$ cat src/hdl/clle_pkg.sv
// Shared constants, command codes and store write bundle for the cursor linked list engine.
// Depends on nothing; every other file of the engine imports it.
`default_nettype none

package clle_pkg;

   localparam int CAPACITY = 16;
   localparam int IDX_W    = $clog2(CAPACITY);
   localparam int PTR_W    = IDX_W + 1;
   localparam int DATA_W   = 32;
   localparam int CMD_W    = 4;
   localparam int STAT_W   = 2;

   localparam logic [PTR_W-1:0] NULL_PTR = PTR_W'(CAPACITY);

   typedef enum logic [CMD_W-1:0] {
      CMD_ADD_HEAD   = 4'd0,
      CMD_ADD_TAIL   = 4'd1,
      CMD_ADD_AFTER  = 4'd2,
      CMD_REM_HEAD   = 4'd3,
      CMD_REM_TAIL   = 4'd4,
      CMD_REM_CUR    = 4'd5,
      CMD_READ_HEAD  = 4'd6,
      CMD_READ_TAIL  = 4'd7,
      CMD_READ_CUR   = 4'd8,
      CMD_CUR_HEAD   = 4'd9,
      CMD_CUR_TAIL   = 4'd10,
      CMD_CUR_FWD    = 4'd11,
      CMD_CUR_BACK   = 4'd12
   } cmd_type;

   typedef enum logic [STAT_W-1:0] {
      STAT_OK    = 2'd0,
      STAT_EMPTY = 2'd1,
      STAT_FULL  = 2'd2,
      STAT_END   = 2'd3
   } status_type;

   // Write requests into the entry stores for one command.
   typedef struct packed {
      logic             data_en;
      logic [IDX_W-1:0] data_addr;
      logic [DATA_W-1:0] data_val;
      logic             next_a_en;
      logic [IDX_W-1:0] next_a_addr;
      logic [PTR_W-1:0] next_a_val;
      logic             next_b_en;
      logic [IDX_W-1:0] next_b_addr;
      logic [PTR_W-1:0] next_b_val;
      logic             prev_a_en;
      logic [IDX_W-1:0] prev_a_addr;
      logic [PTR_W-1:0] prev_a_val;
      logic             prev_b_en;
      logic [IDX_W-1:0] prev_b_addr;
      logic [PTR_W-1:0] prev_b_val;
   } store_wr_type;

   // Free list control from the command logic.
   typedef struct packed {
      logic             pop;
      logic             push;
      logic [IDX_W-1:0] push_idx;
   } free_req_type;

   function automatic logic ptr_valid(input logic [PTR_W-1:0] p);
      return p < NULL_PTR;
   endfunction

endpackage

`default_nettype wire

$ cat src/hdl/clle_store.sv
// Entry stores of the list: data word, next link and previous link per entry.
// Depends on clle_pkg for widths and the write bundle.
`default_nettype none

module clle_store (
   input  wire logic                   clock,
   input  wire clle_pkg::store_wr_type wr,
   input  wire logic [clle_pkg::IDX_W-1:0]  rd_addr,
   output logic [clle_pkg::DATA_W-1:0]      rd_data,
   output logic [clle_pkg::PTR_W-1:0]       rd_next,
   output logic [clle_pkg::PTR_W-1:0]       rd_prev
);
   import clle_pkg::*;

   logic [DATA_W-1:0] entry_data_ff [CAPACITY];
   logic [PTR_W-1:0]  next_link_ff  [CAPACITY];
   logic [PTR_W-1:0]  prev_link_ff  [CAPACITY];

   // Contents are undefined until an insert writes them.
   always_ff @(posedge clock) begin
      for (int i = 0; i < CAPACITY; i++) begin
         if (wr.data_en && wr.data_addr == IDX_W'(i)) begin
            entry_data_ff[i] <= wr.data_val;
         end
         if (wr.next_a_en && wr.next_a_addr == IDX_W'(i)) begin
            next_link_ff[i] <= wr.next_a_val;
         end else if (wr.next_b_en && wr.next_b_addr == IDX_W'(i)) begin
            next_link_ff[i] <= wr.next_b_val;
         end
         if (wr.prev_a_en && wr.prev_a_addr == IDX_W'(i)) begin
            prev_link_ff[i] <= wr.prev_a_val;
         end else if (wr.prev_b_en && wr.prev_b_addr == IDX_W'(i)) begin
            prev_link_ff[i] <= wr.prev_b_val;
         end
      end
   end

   assign rd_data = entry_data_ff[rd_addr];
   assign rd_next = next_link_ff[rd_addr];
   assign rd_prev = prev_link_ff[rd_addr];

endmodule

`default_nettype wire

$ cat src/hdl/clle_free.sv
// Stack of free entry indices, reset to every index in ascending order.
// Depends on clle_pkg for widths and the request bundle.
`default_nettype none

module clle_free (
   input  wire logic                   clock,
   input  wire logic                   reset,
   input  wire clle_pkg::free_req_type req,
   output logic [clle_pkg::IDX_W-1:0]  top_idx
);
   import clle_pkg::*;

   logic [IDX_W-1:0] free_stack_ff [CAPACITY];
   logic [PTR_W-1:0] free_count_ff;
   logic [PTR_W-1:0] free_count_in;
   logic [PTR_W-1:0] count_less;

   assign count_less = free_count_ff - PTR_W'(1);
   assign top_idx    = free_stack_ff[count_less[IDX_W-1:0]];

   always_comb begin
      free_count_in = free_count_ff;
      if (req.pop && free_count_ff != '0) begin
         free_count_in = count_less;
      end else if (req.push && free_count_ff < NULL_PTR) begin
         free_count_in = free_count_ff + PTR_W'(1);
      end
   end

   always_ff @(posedge clock) begin
      if (reset) begin
         free_count_ff <= NULL_PTR;
         for (int i = 0; i < CAPACITY; i++) begin
            free_stack_ff[i] <= IDX_W'(i);
         end
      end else begin
         free_count_ff <= free_count_in;
         if (!req.pop && req.push && free_count_ff < NULL_PTR) begin
            free_stack_ff[free_count_ff[IDX_W-1:0]] <= req.push_idx;
         end
      end
   end

endmodule

`default_nettype wire

$ cat src/hdl/clle_exec.sv
// Command logic and list pointers: decodes one command, drives the store and free list writes.
// Depends on clle_pkg, and is wired to clle_store and clle_free by the top level.
`default_nettype none

module clle_exec (
   input  wire logic                     clock,
   input  wire logic                     reset,
   input  wire logic                     go,
   input  wire logic [clle_pkg::CMD_W-1:0]  cmd,
   input  wire logic [clle_pkg::DATA_W-1:0] value,
   output logic [clle_pkg::IDX_W-1:0]    rd_addr,
   input  wire logic [clle_pkg::DATA_W-1:0] rd_data,
   input  wire logic [clle_pkg::PTR_W-1:0]  rd_next,
   input  wire logic [clle_pkg::PTR_W-1:0]  rd_prev,
   output clle_pkg::store_wr_type        wr,
   output clle_pkg::free_req_type        free_req,
   input  wire logic [clle_pkg::IDX_W-1:0]  free_top,
   output logic [clle_pkg::DATA_W-1:0]   out_value,
   output logic [clle_pkg::PTR_W-1:0]    list_length,
   output logic [clle_pkg::STAT_W-1:0]   status
);
   import clle_pkg::*;

   logic [PTR_W-1:0] head_ff, head_in;
   logic [PTR_W-1:0] tail_ff, tail_in;
   logic [PTR_W-1:0] cursor_ff, cursor_in;
   logic [PTR_W-1:0] count_ff, count_in;

   cmd_type          op;
   status_type       stat;
   logic             empty;
   logic [PTR_W-1:0] target;
   logic [PTR_W-1:0] left_ptr;
   logic [PTR_W-1:0] right_ptr;
   logic [PTR_W-1:0] new_idx;

   assign op      = cmd_type'(cmd);
   assign empty   = (count_ff == '0);
   assign new_idx = {1'b0, free_top};

   // The one entry a command looks at: the cursor, the head or the tail.
   always_comb begin
      unique case (op)
         CMD_REM_HEAD, CMD_READ_HEAD: target = head_ff;
         CMD_REM_TAIL, CMD_READ_TAIL: target = tail_ff;
         default:                     target = cursor_ff;
      endcase
   end
   assign rd_addr = target[IDX_W-1:0];

   always_comb begin
      head_in   = head_ff;
      tail_in   = tail_ff;
      cursor_in = cursor_ff;
      count_in  = count_ff;
      stat      = STAT_OK;
      out_value = '0;
      wr        = '0;
      free_req  = '0;
      left_ptr  = NULL_PTR;
      right_ptr = NULL_PTR;

      if (go) begin
         if (cmd <= CMD_ADD_AFTER) begin
            if (count_ff >= NULL_PTR) begin
               stat = STAT_FULL;
            end else begin
               priority if (empty) begin
                  left_ptr  = NULL_PTR;
                  right_ptr = NULL_PTR;
                  cursor_in = new_idx;
               end else if (op == CMD_ADD_HEAD) begin
                  right_ptr = head_ff;
               end else if (op == CMD_ADD_TAIL) begin
                  left_ptr = tail_ff;
               end else begin
                  left_ptr  = cursor_ff;
                  right_ptr = rd_next;
                  cursor_in = new_idx;
               end
               free_req.pop   = 1'b1;
               wr.data_en     = 1'b1;
               wr.data_addr   = free_top;
               wr.data_val    = value;
               wr.next_a_en   = 1'b1;
               wr.next_a_addr = free_top;
               wr.next_a_val  = right_ptr;
               wr.prev_a_en   = 1'b1;
               wr.prev_a_addr = free_top;
               wr.prev_a_val  = left_ptr;
               if (ptr_valid(left_ptr)) begin
                  wr.next_b_en   = 1'b1;
                  wr.next_b_addr = left_ptr[IDX_W-1:0];
                  wr.next_b_val  = new_idx;
               end else begin
                  head_in = new_idx;
               end
               if (ptr_valid(right_ptr)) begin
                  wr.prev_b_en   = 1'b1;
                  wr.prev_b_addr = right_ptr[IDX_W-1:0];
                  wr.prev_b_val  = new_idx;
               end else begin
                  tail_in = new_idx;
               end
               count_in = count_ff + PTR_W'(1);
            end
         end else if (cmd <= CMD_CUR_BACK && empty) begin
            stat = STAT_EMPTY;
         end else begin
            unique case (op)
               CMD_REM_HEAD, CMD_REM_TAIL, CMD_REM_CUR: begin
                  if (ptr_valid(target)) begin
                     out_value = rd_data;
                     if (ptr_valid(rd_prev)) begin
                        wr.next_b_en   = 1'b1;
                        wr.next_b_addr = rd_prev[IDX_W-1:0];
                        wr.next_b_val  = rd_next;
                     end else begin
                        head_in = rd_next;
                     end
                     if (ptr_valid(rd_next)) begin
                        wr.prev_b_en   = 1'b1;
                        wr.prev_b_addr = rd_next[IDX_W-1:0];
                        wr.prev_b_val  = rd_prev;
                     end else begin
                        tail_in = rd_prev;
                     end
                     free_req.push     = 1'b1;
                     free_req.push_idx = target[IDX_W-1:0];
                     count_in = count_ff - PTR_W'(1);
                     if (count_in == '0) begin
                        head_in = NULL_PTR;
                        tail_in = NULL_PTR;
                     end
                     // Any removal sends the cursor back to the head.
                     cursor_in = head_in;
                  end
               end
               CMD_READ_HEAD, CMD_READ_TAIL, CMD_READ_CUR: begin
                  if (ptr_valid(target)) begin
                     out_value = rd_data;
                  end
               end
               CMD_CUR_HEAD: cursor_in = head_ff;
               CMD_CUR_TAIL: cursor_in = tail_ff;
               CMD_CUR_FWD: begin
                  if (ptr_valid(cursor_ff) && ptr_valid(rd_next)) begin
                     cursor_in = rd_next;
                  end else begin
                     stat = STAT_END;
                  end
               end
               CMD_CUR_BACK: begin
                  if (ptr_valid(cursor_ff) && ptr_valid(rd_prev)) begin
                     cursor_in = rd_prev;
                  end else begin
                     stat = STAT_END;
                  end
               end
               default: begin
                  stat = STAT_OK;
               end
            endcase
         end
      end
   end

   assign list_length = count_in;
   assign status      = stat;

   always_ff @(posedge clock) begin
      if (reset) begin
         head_ff   <= NULL_PTR;
         tail_ff   <= NULL_PTR;
         cursor_ff <= NULL_PTR;
         count_ff  <= '0;
      end else begin
         head_ff   <= head_in;
         tail_ff   <= tail_in;
         cursor_ff <= cursor_in;
         count_ff  <= count_in;
      end
   end

endmodule

`default_nettype wire

$ cat src/hdl/cursor_linked_list_engine_unit.sv
// Top level of the cursor linked list engine: input register, command logic, result register.
// Depends on clle_pkg, clle_store, clle_free and clle_exec.
`default_nettype none

// Channel   Direction  Handshake            Payload
// req_      in         req_valid/req_stall  req_command, req_item_value
// rsp_      out        rsp_valid/rsp_stall  rsp_out_value, rsp_list_length, rsp_status
//
// An accepted item sits in the input register; the whole command is then decoded and the
// list updated in a single pass that loads the result register once that register is free
// or being emptied. A new item may enter in every cycle while rsp_stall holds no waiting
// result, so the sustained rate is one item per cycle. Reset is synchronous and active high;
// it empties the list and refills the free stack at once. When rsp_stall holds a waiting
// result, the item in the input register waits too and req_stall rises; nothing else is
// lost or repeated.

module cursor_linked_list_engine_unit (
   input  wire logic                          clock,
   input  wire logic                          reset,
   input  wire logic                          req_valid,
   output logic                               req_stall,
   input  wire logic [clle_pkg::CMD_W-1:0]    req_command,
   input  wire logic [clle_pkg::DATA_W-1:0]   req_item_value,
   output logic                               rsp_valid,
   input  wire logic                          rsp_stall,
   output logic [clle_pkg::DATA_W-1:0]        rsp_out_value,
   output logic [clle_pkg::PTR_W-1:0]         rsp_list_length,
   output logic [clle_pkg::STAT_W-1:0]        rsp_status
);
   import clle_pkg::*;

   // Input register holding the item waiting to be executed.
   logic              in_valid_ff;
   logic [CMD_W-1:0]  in_cmd_ff;
   logic [DATA_W-1:0] in_value_ff;

   // Result register facing the output channel.
   logic              out_valid_ff;
   logic [DATA_W-1:0] out_value_ff;
   logic [PTR_W-1:0]  out_length_ff;
   logic [STAT_W-1:0] out_status_ff;

   // The held item executes when the result register is free or being emptied.
   logic advance;

   logic [IDX_W-1:0]  rd_addr;
   logic [DATA_W-1:0] rd_data;
   logic [PTR_W-1:0]  rd_next;
   logic [PTR_W-1:0]  rd_prev;
   store_wr_type      wr;
   free_req_type      free_req;
   logic [IDX_W-1:0]  free_top;
   logic [DATA_W-1:0] exec_value;
   logic [PTR_W-1:0]  exec_length;
   logic [STAT_W-1:0] exec_status;

   assign advance   = in_valid_ff && (!out_valid_ff || !rsp_stall);
   assign req_stall = in_valid_ff && !advance;

   clle_store u_store (
      .clock   (clock),
      .wr      (wr),
      .rd_addr (rd_addr),
      .rd_data (rd_data),
      .rd_next (rd_next),
      .rd_prev (rd_prev)
   );

   clle_free u_free (
      .clock   (clock),
      .reset   (reset),
      .req     (free_req),
      .top_idx (free_top)
   );

   clle_exec u_exec (
      .clock       (clock),
      .reset       (reset),
      .go          (advance),
      .cmd         (in_cmd_ff),
      .value       (in_value_ff),
      .rd_addr     (rd_addr),
      .rd_data     (rd_data),
      .rd_next     (rd_next),
      .rd_prev     (rd_prev),
      .wr          (wr),
      .free_req    (free_req),
      .free_top    (free_top),
      .out_value   (exec_value),
      .list_length (exec_length),
      .status      (exec_status)
   );

   // The input register reloads whenever it is not stalled; a bubble simply clears valid.
   always_ff @(posedge clock) begin
      if (reset) begin
         in_valid_ff <= 1'b0;
      end else if (!req_stall) begin
         in_valid_ff <= req_valid;
      end
      if (!req_stall && req_valid) begin
         in_cmd_ff   <= req_command;
         in_value_ff <= req_item_value;
      end
   end

   // The result register takes the executed item, or drains once its item is taken.
   always_ff @(posedge clock) begin
      if (reset) begin
         out_valid_ff <= 1'b0;
      end else if (advance) begin
         out_valid_ff <= 1'b1;
      end else if (!rsp_stall) begin
         out_valid_ff <= 1'b0;
      end
      if (advance) begin
         out_value_ff  <= exec_value;
         out_length_ff <= exec_length;
         out_status_ff <= exec_status;
      end
   end

   assign rsp_valid       = out_valid_ff;
   assign rsp_out_value   = out_value_ff;
   assign rsp_list_length = out_length_ff;
   assign rsp_status      = out_status_ff;

endmodule

`default_nettype wire
$ cat config.mk
export PLATFORM = sky130hd
export DESIGN_NAME = cursor_linked_list_engine_unit
export DESIGN_NICKNAME = d
export VERILOG_FILES = /design/src/hdl/clle_pkg.sv /design/src/hdl/clle_store.sv /design/src/hdl/clle_free.sv /design/src/hdl/clle_exec.sv /design/src/hdl/cursor_linked_list_engine_unit.sv
export SDC_FILE = /design/constraint.sdc
export NUM_CORES = 1
export LEC_CHECK = 0
export BUFFER_PORTS_ARGS = -buffer_cell sky130_fd_sc_hd__buf_2
export CORE_UTILIZATION = 34
export CTS_BUF_LIST = sky130_fd_sc_hd__clkbuf_8
export DETAILED_ROUTE_END_ITERATION = 6
export PLACE_DENSITY = 0.49
export SYNTH_ARGS = -nofsm -noshare
export SYNTH_HDL_FRONTEND = slang
export SYNTH_SLANG_ARGS = --single-unit
$ cat constraint.sdc
create_clock -name clock -period 18.65 [get_ports clock]
set_clock_uncertainty 0.2 [all_clocks]
set_input_delay 2.7975 -clock clock [delete_from_list [all_inputs] [get_ports clock]]
set_output_delay 2.7975 -clock clock [all_outputs]
set_load 0.005 [all_outputs]
## After elaboration in Yosys (flattened, before gate mapping)

Memory sizes are Yosys's and may differ from the RTL's. A register that Yosys moved wholly into a read port is not among the register bits.
Index checks and enable logic that the tools add are counted.

- Bits of input ports: 40
- Register bits: 70
- Bits in writable memories: 736
- Logic and storage cells: 647
- Memories: 4
- Output and inout bits: 41

Memory list:

| memory | depth | width | rd ports | clocked after memory_dff | wr ports | RTL line | text |
|---|---|---|---|---|---|---|---|
| u_store.entry_data_ff | 16 | 32 | 1 | 1 | 1 | clle_store.sv:15 | `logic [DATA_W-1:0] entry_data_ff [CAPACITY];` |
| u_store.next_link_ff | 16 | 5 | 1 | 0 | 16 | clle_store.sv:16 | `logic [PTR_W-1:0] next_link_ff [CAPACITY];` |
| u_store.prev_link_ff | 16 | 5 | 1 | 0 | 16 | clle_store.sv:17 | `logic [PTR_W-1:0] prev_link_ff [CAPACITY];` |
| u_free.free_stack_ff | 16 | 4 | 1 | 0 | 16 | clle_free.sv:13 | `logic [IDX_W-1:0] free_stack_ff [CAPACITY];` |

- Bitwise gates (word level): 34
- Reduce and logical (&&, ||, !) cells: 133
- Eq/ne operators: 97
- $lt $le $gt $ge: 10
- Multiplexer cells: 354
- $add $sub $neg: 4

Operators with widths:

| cell | number |
|---|---|
| 32-bit 2-to-1 mux | 15 |
| 32-bit OR reduction | 15 |
| 5-bit 2-to-1 mux | 80 |
| 1-bit 2-to-1 mux | 217 |
| 4-bit equality test, second input constant | 45 |
| 77-bit 2-to-1 mux | 2 |
| 10-bit 2-to-1 mux | 13 |
| 4-bit by 3-bit equality test with 1-bit output, second input constant | 24 |
| 1-bit logical AND | 90 |
| 4-bit 2-to-1 mux | 17 |
| 47-bit 2-to-1 mux | 1 |
| 4-bit by 2-bit equality test with 1-bit output, second input constant | 11 |
| 5-bit < comparator, second input constant | 7 |
| 1-bit bitwise OR | 32 |
| 5-bit one-hot mux with 5 select lines | 1 |
| 4-bit by 1-bit equality test with 1-bit output, second input constant | 6 |
| 4-bit logical NOT | 6 |
| 5-bit by 1-bit adder with 5-bit output, second input constant | 2 |
| 5-bit logical NOT | 2 |
| 2-bit 2-to-1 mux | 5 |
| 5-bit one-hot mux with 2 select lines | 1 |
| 5-bit by 1-bit subtractor with 5-bit output, second input constant | 2 |
| 3-bit by 1-bit inequality test with 1-bit output, second input constant | 3 |
| 3-bit by 2-bit inequality test with 1-bit output, second input constant | 3 |
| other kinds (20) | 32 |

## Logic depth before layout (Yosys ltp)

An unclocked memory read counts as a cell.

- Depth after elaboration: 35
- Gate-level depth with buffers: 17
- Gate-level depth less buffers: 12

## Cells and area by module

A second synthesis with hierarchy kept.

- Cells, all modules: 2193
- Area, all modules: 36999.2 um2

By module, submodules not included:

| module | times used | sequential area each (um2) | area each (um2) | cells an instance |
|---|---|---|---|---|
| clle_store | 1 | 20179.4 | 28096.9 | 1377 |
| clle_free | 1 | 2021.9 | 3508.4 | 308 |
| clle_exec | 1 | 400.4 | 3055.4 | 423 |
| cursor_linked_list_engine_unit | 1 | 2292.2 | 2338.5 | 85 |

## Worst setup path before layout

OpenSTA, ideal clock, no wires.

- Kind: in2reg
- From: input rsp_stall
- To: memory u_store.next_link_ff[0][0] (netlist name) (data pin)
- Library setup time: 0.274 ns
- Stages on the path: 9
- Arrival: 5.859 ns
- Data required time: 18.176 ns
- Buffers on the path: 1
- Slack: 12.316 ns
- Cell sequence: nand2_1 > nand2_1 > nor3_1 > and2_1 > nand2_1 > nor2_1 > or3_1 > clkbuf_1 > mux2i_1

RTL lines:

| element | RTL line | text |
|---|---|---|
| start: declaration | cursor_linked_list_engine_unit.sv:25 | `input wire logic rsp_stall,` |
| end: declaration | clle_store.sv:16 |  |

==> impl_results.md <==
* Main flop type after synthesis: edfxtp_1
* Status: finished clean
* Row count at 121
* Cts repair resizes at 0
* Crit end category: flop
* CTS Hold Buffers Added at 0
* Sink Count at 838
* FFs w/ async S/R, synth at 0
* Synthesized netlist cell count at 2,952
* Final net count at 3,078
* Sequential area share after synthesis at 0.6622
* Drt via density at 5.508
* Starting DRT DRC Count at 2,426
* Final HPWL DP at 63,810 µm
* Post-CTS Setup Inserts at 0
* Placed cells at 4,354
* Delay-heaviest family, CP: simple AND/OR/NAND/NOR gates
* Final Max Tran Viols at 0
* CP bufs+invs at 1
* Worst path slowest cell: edfxtp_1
* Cell area after placement at 0.03952 mm²
* Worst Max-Slew Pin Slew at 1171 ps
* Die W at 334.5 µm
* Final ANT Viol Nets at 0
* Most common cell after layout, fill and taps aside: edfxtp_1
* Setup CP Type: reg2reg
* CTS Buf Count at 150
* Arr. time, crit path at 7130 ps
* Tot GR Track Use at 0.2008
* Root Buffer: clkbuf_8
* Leakage at 0.01530 µW
* Final setup vio count at 0
* Vias in the first global route at 25,880
* Die Footprint at 0.1119 mm²
* CTS tree: yes
* Fin util at 0.3859
* Setup TNS at 0 ps
* Netlist cell types at 87
* Hold Fails Final Rpt at 0
* Mean Syn Cell Area at 12.73 µm²
* Worst-path clk slew at 60 ps
* CP max stage delay at 890 ps
* I/O pins at 81
* Non-Filler Instances at 4,621
* First-pass GRT wire length at 167,100 µm
* Worst Path Max Fanout at 69
* Largest net degree at the start of global routing at 171
* VDD IR max at 0.00004919 V
* Port bufs at 80
* GR Overflow Total at 0
* Startpoint Class: flop
* H-tree levels at 4
* Max Fclk at 145.2 MHz
* Slew headroom at 0.2170
* Pre-antenna DRT Iters at 6
* Die height at 334.5 µm
* Post-synth EDFFs at 811
* Clock Path Buffers at 3
* PwrDens at 93.19 mW/mm²
* YS warnings at 0
* Minimum clock period after layout at 6886 ps
* Cell Area, Synth at 0.03759 mm²
* # fillers at 10,510
* Worst min-delay path class: reg2reg
* Req. time, crit path at 18,890 ps
* Final WL at 113,100 µm
* Number of maximum-capacitance violations at 0
* Post-Place Worst Slack at 11,520 ps
* Post-route cell area at 0.04218 mm²
* Routability cong. at 0.8839
* Core box area at 0.1093 mm²
* Layout area overhead at 12.19%
* Mapped Nets at 3,000
* Clock latency on the worst-skew pair at 840 ps
* Via count at 25,450
* Tcrit/Tclk final at 0.3692
* Fin worst setup slack at 11,760 ps
* DRC violations left at 0
* Number of synthesized register bits at 838
* Initial antenna violation count at 5
* Most frequent cells in the layout: 811 x edfxtp_1, 678 x nand2_1, 180 x mux2i_1
* Unrepaired setup endpoints after global routing: no
* Share of post-route cells with drive strength above 1 at 0.1359
* Drt wl/cell at 24.47 µm
* Initial Util at 0.3439
* CP cell instances: nor2b_1, or3_1, and2_1, nor2_4, buf_4, nor2_1, a22oi_1, nand3_1, o22ai_1, nand3b_1, o21ai_0
[sequential cells by signal (all words and copies together) (netlist names), 32 cells and up]
signal	count
u_store.prev_link_ff	80
u_store.next_link_ff	80
in_value_ff	32
u_store.entry_data_ff	512
rsp_out_value	32
u_free.free_stack_ff	64
[metrics by stage]
step / total power (µW) / hold WS, ps
after floorplan: 2298 / 250.7
after global placement: 2402 / 298.0
after detailed placement: 2406 / 310.8
after CTS: 3976 / 329.9
after global routing: 4081 / 365.4
final: 3931 / 335.3
[synth_stat cells, drive strengths merged, types with 11 or more instances]
cell	count	area, µm²
nor3b	38	317.8
and2	58	362.8
and3	83	519.3
a22oi	16	125.1
nand2b	15	93.84
nor3	33	242.7
a221oi	11	96.34
nand2	680	2552
a311oi	128	1121
a21oi	44	231.5
mux4	38	855.8
a31oi	18	112.6
dfxtp	27	540.5
o22ai	12	81.33
edfxtp	811	24350
nor2	115	449.2
a21o	13	97.59
a211oi	25	197.7
o21ai	62	314.1
nand3	169	875.8
clkbuf	155	581.8
buf	46	230.2
mux2i	180	1802
inv	29	108.9
[cell type report]
type	instances	area (µm²)	area share
multi-input cells	1884	11900	0.2822
inverters	29	108.9	0.002581
clock buffers	154	2120	0.05025
repair buffers	127	765.7	0.01815
diodes	4	10.01	0.0002373
flip-flops and latches	838	24890	0.5902
clock inverters	109	530.5	0.01258
well taps	1476	1847	0.04379
[power by group]
part / internal (µW) / leakage [µW] / switching, µW
sequential: 2060 / 0.00797 / 7.55
clock: 782 / 0.00155 / 780
combinational: 83.2 / 0.00578 / 217
[metal layers]
layer,up-vias,global-route usage,part of all wire
met5,-,0,0.00014
met4,2,0.07320,0.028
met3,218,0.03707,0.067
met2,979,0.3283,0.48
met1,12950,0.2653,0.43
li1,11300,-,-
[worst reg2reg max path: stages, from the launching register on]
cell	delay, ps
edfxtp_1	890
nor2b_1	280
or3_1	460
and2_1	240
nor2_4	480
buf_4	820
nor2_1	250
a22oi_1	260
nand3_1	660
o22ai_1	730
nand3b_1	510
o21ai_0	730
[path summary, 6_finish.rpt]
path	start	end	slack [ps]	depth (start not counted)
worst max-delay path	in_cmd_ff[1]$_DFFE_PP_	u_store.next_link_ff[1][2]$_DFFE_PP_	11760	11
worst min-delay path	in_valid_ff$_SDFFE_PP0N_	rsp_valid$_SDFFE_PP0P_	340	2
worst max register to register	in_cmd_ff[1]$_DFFE_PP_	u_store.next_link_ff[1][2]$_DFFE_PP_	11760	11
worst min register to register	in_valid_ff$_SDFFE_PP0N_	rsp_valid$_SDFFE_PP0P_	340	2
[kinds of logic after synthesis]
kind of cell	count (synthesis)	synth area share
AO/OA/AOI/OAI	400	0.08004
adder cells (fa/ha/maj)	8	0.002663
buffers and inverters	230	0.02450
multiplexers	228	0.07369
XOR/XNOR	11	0.002763
AND/OR/NAND/NOR	1237	0.1542
flip-flops	838	0.6622
Power figures use the tool's default switching activity.
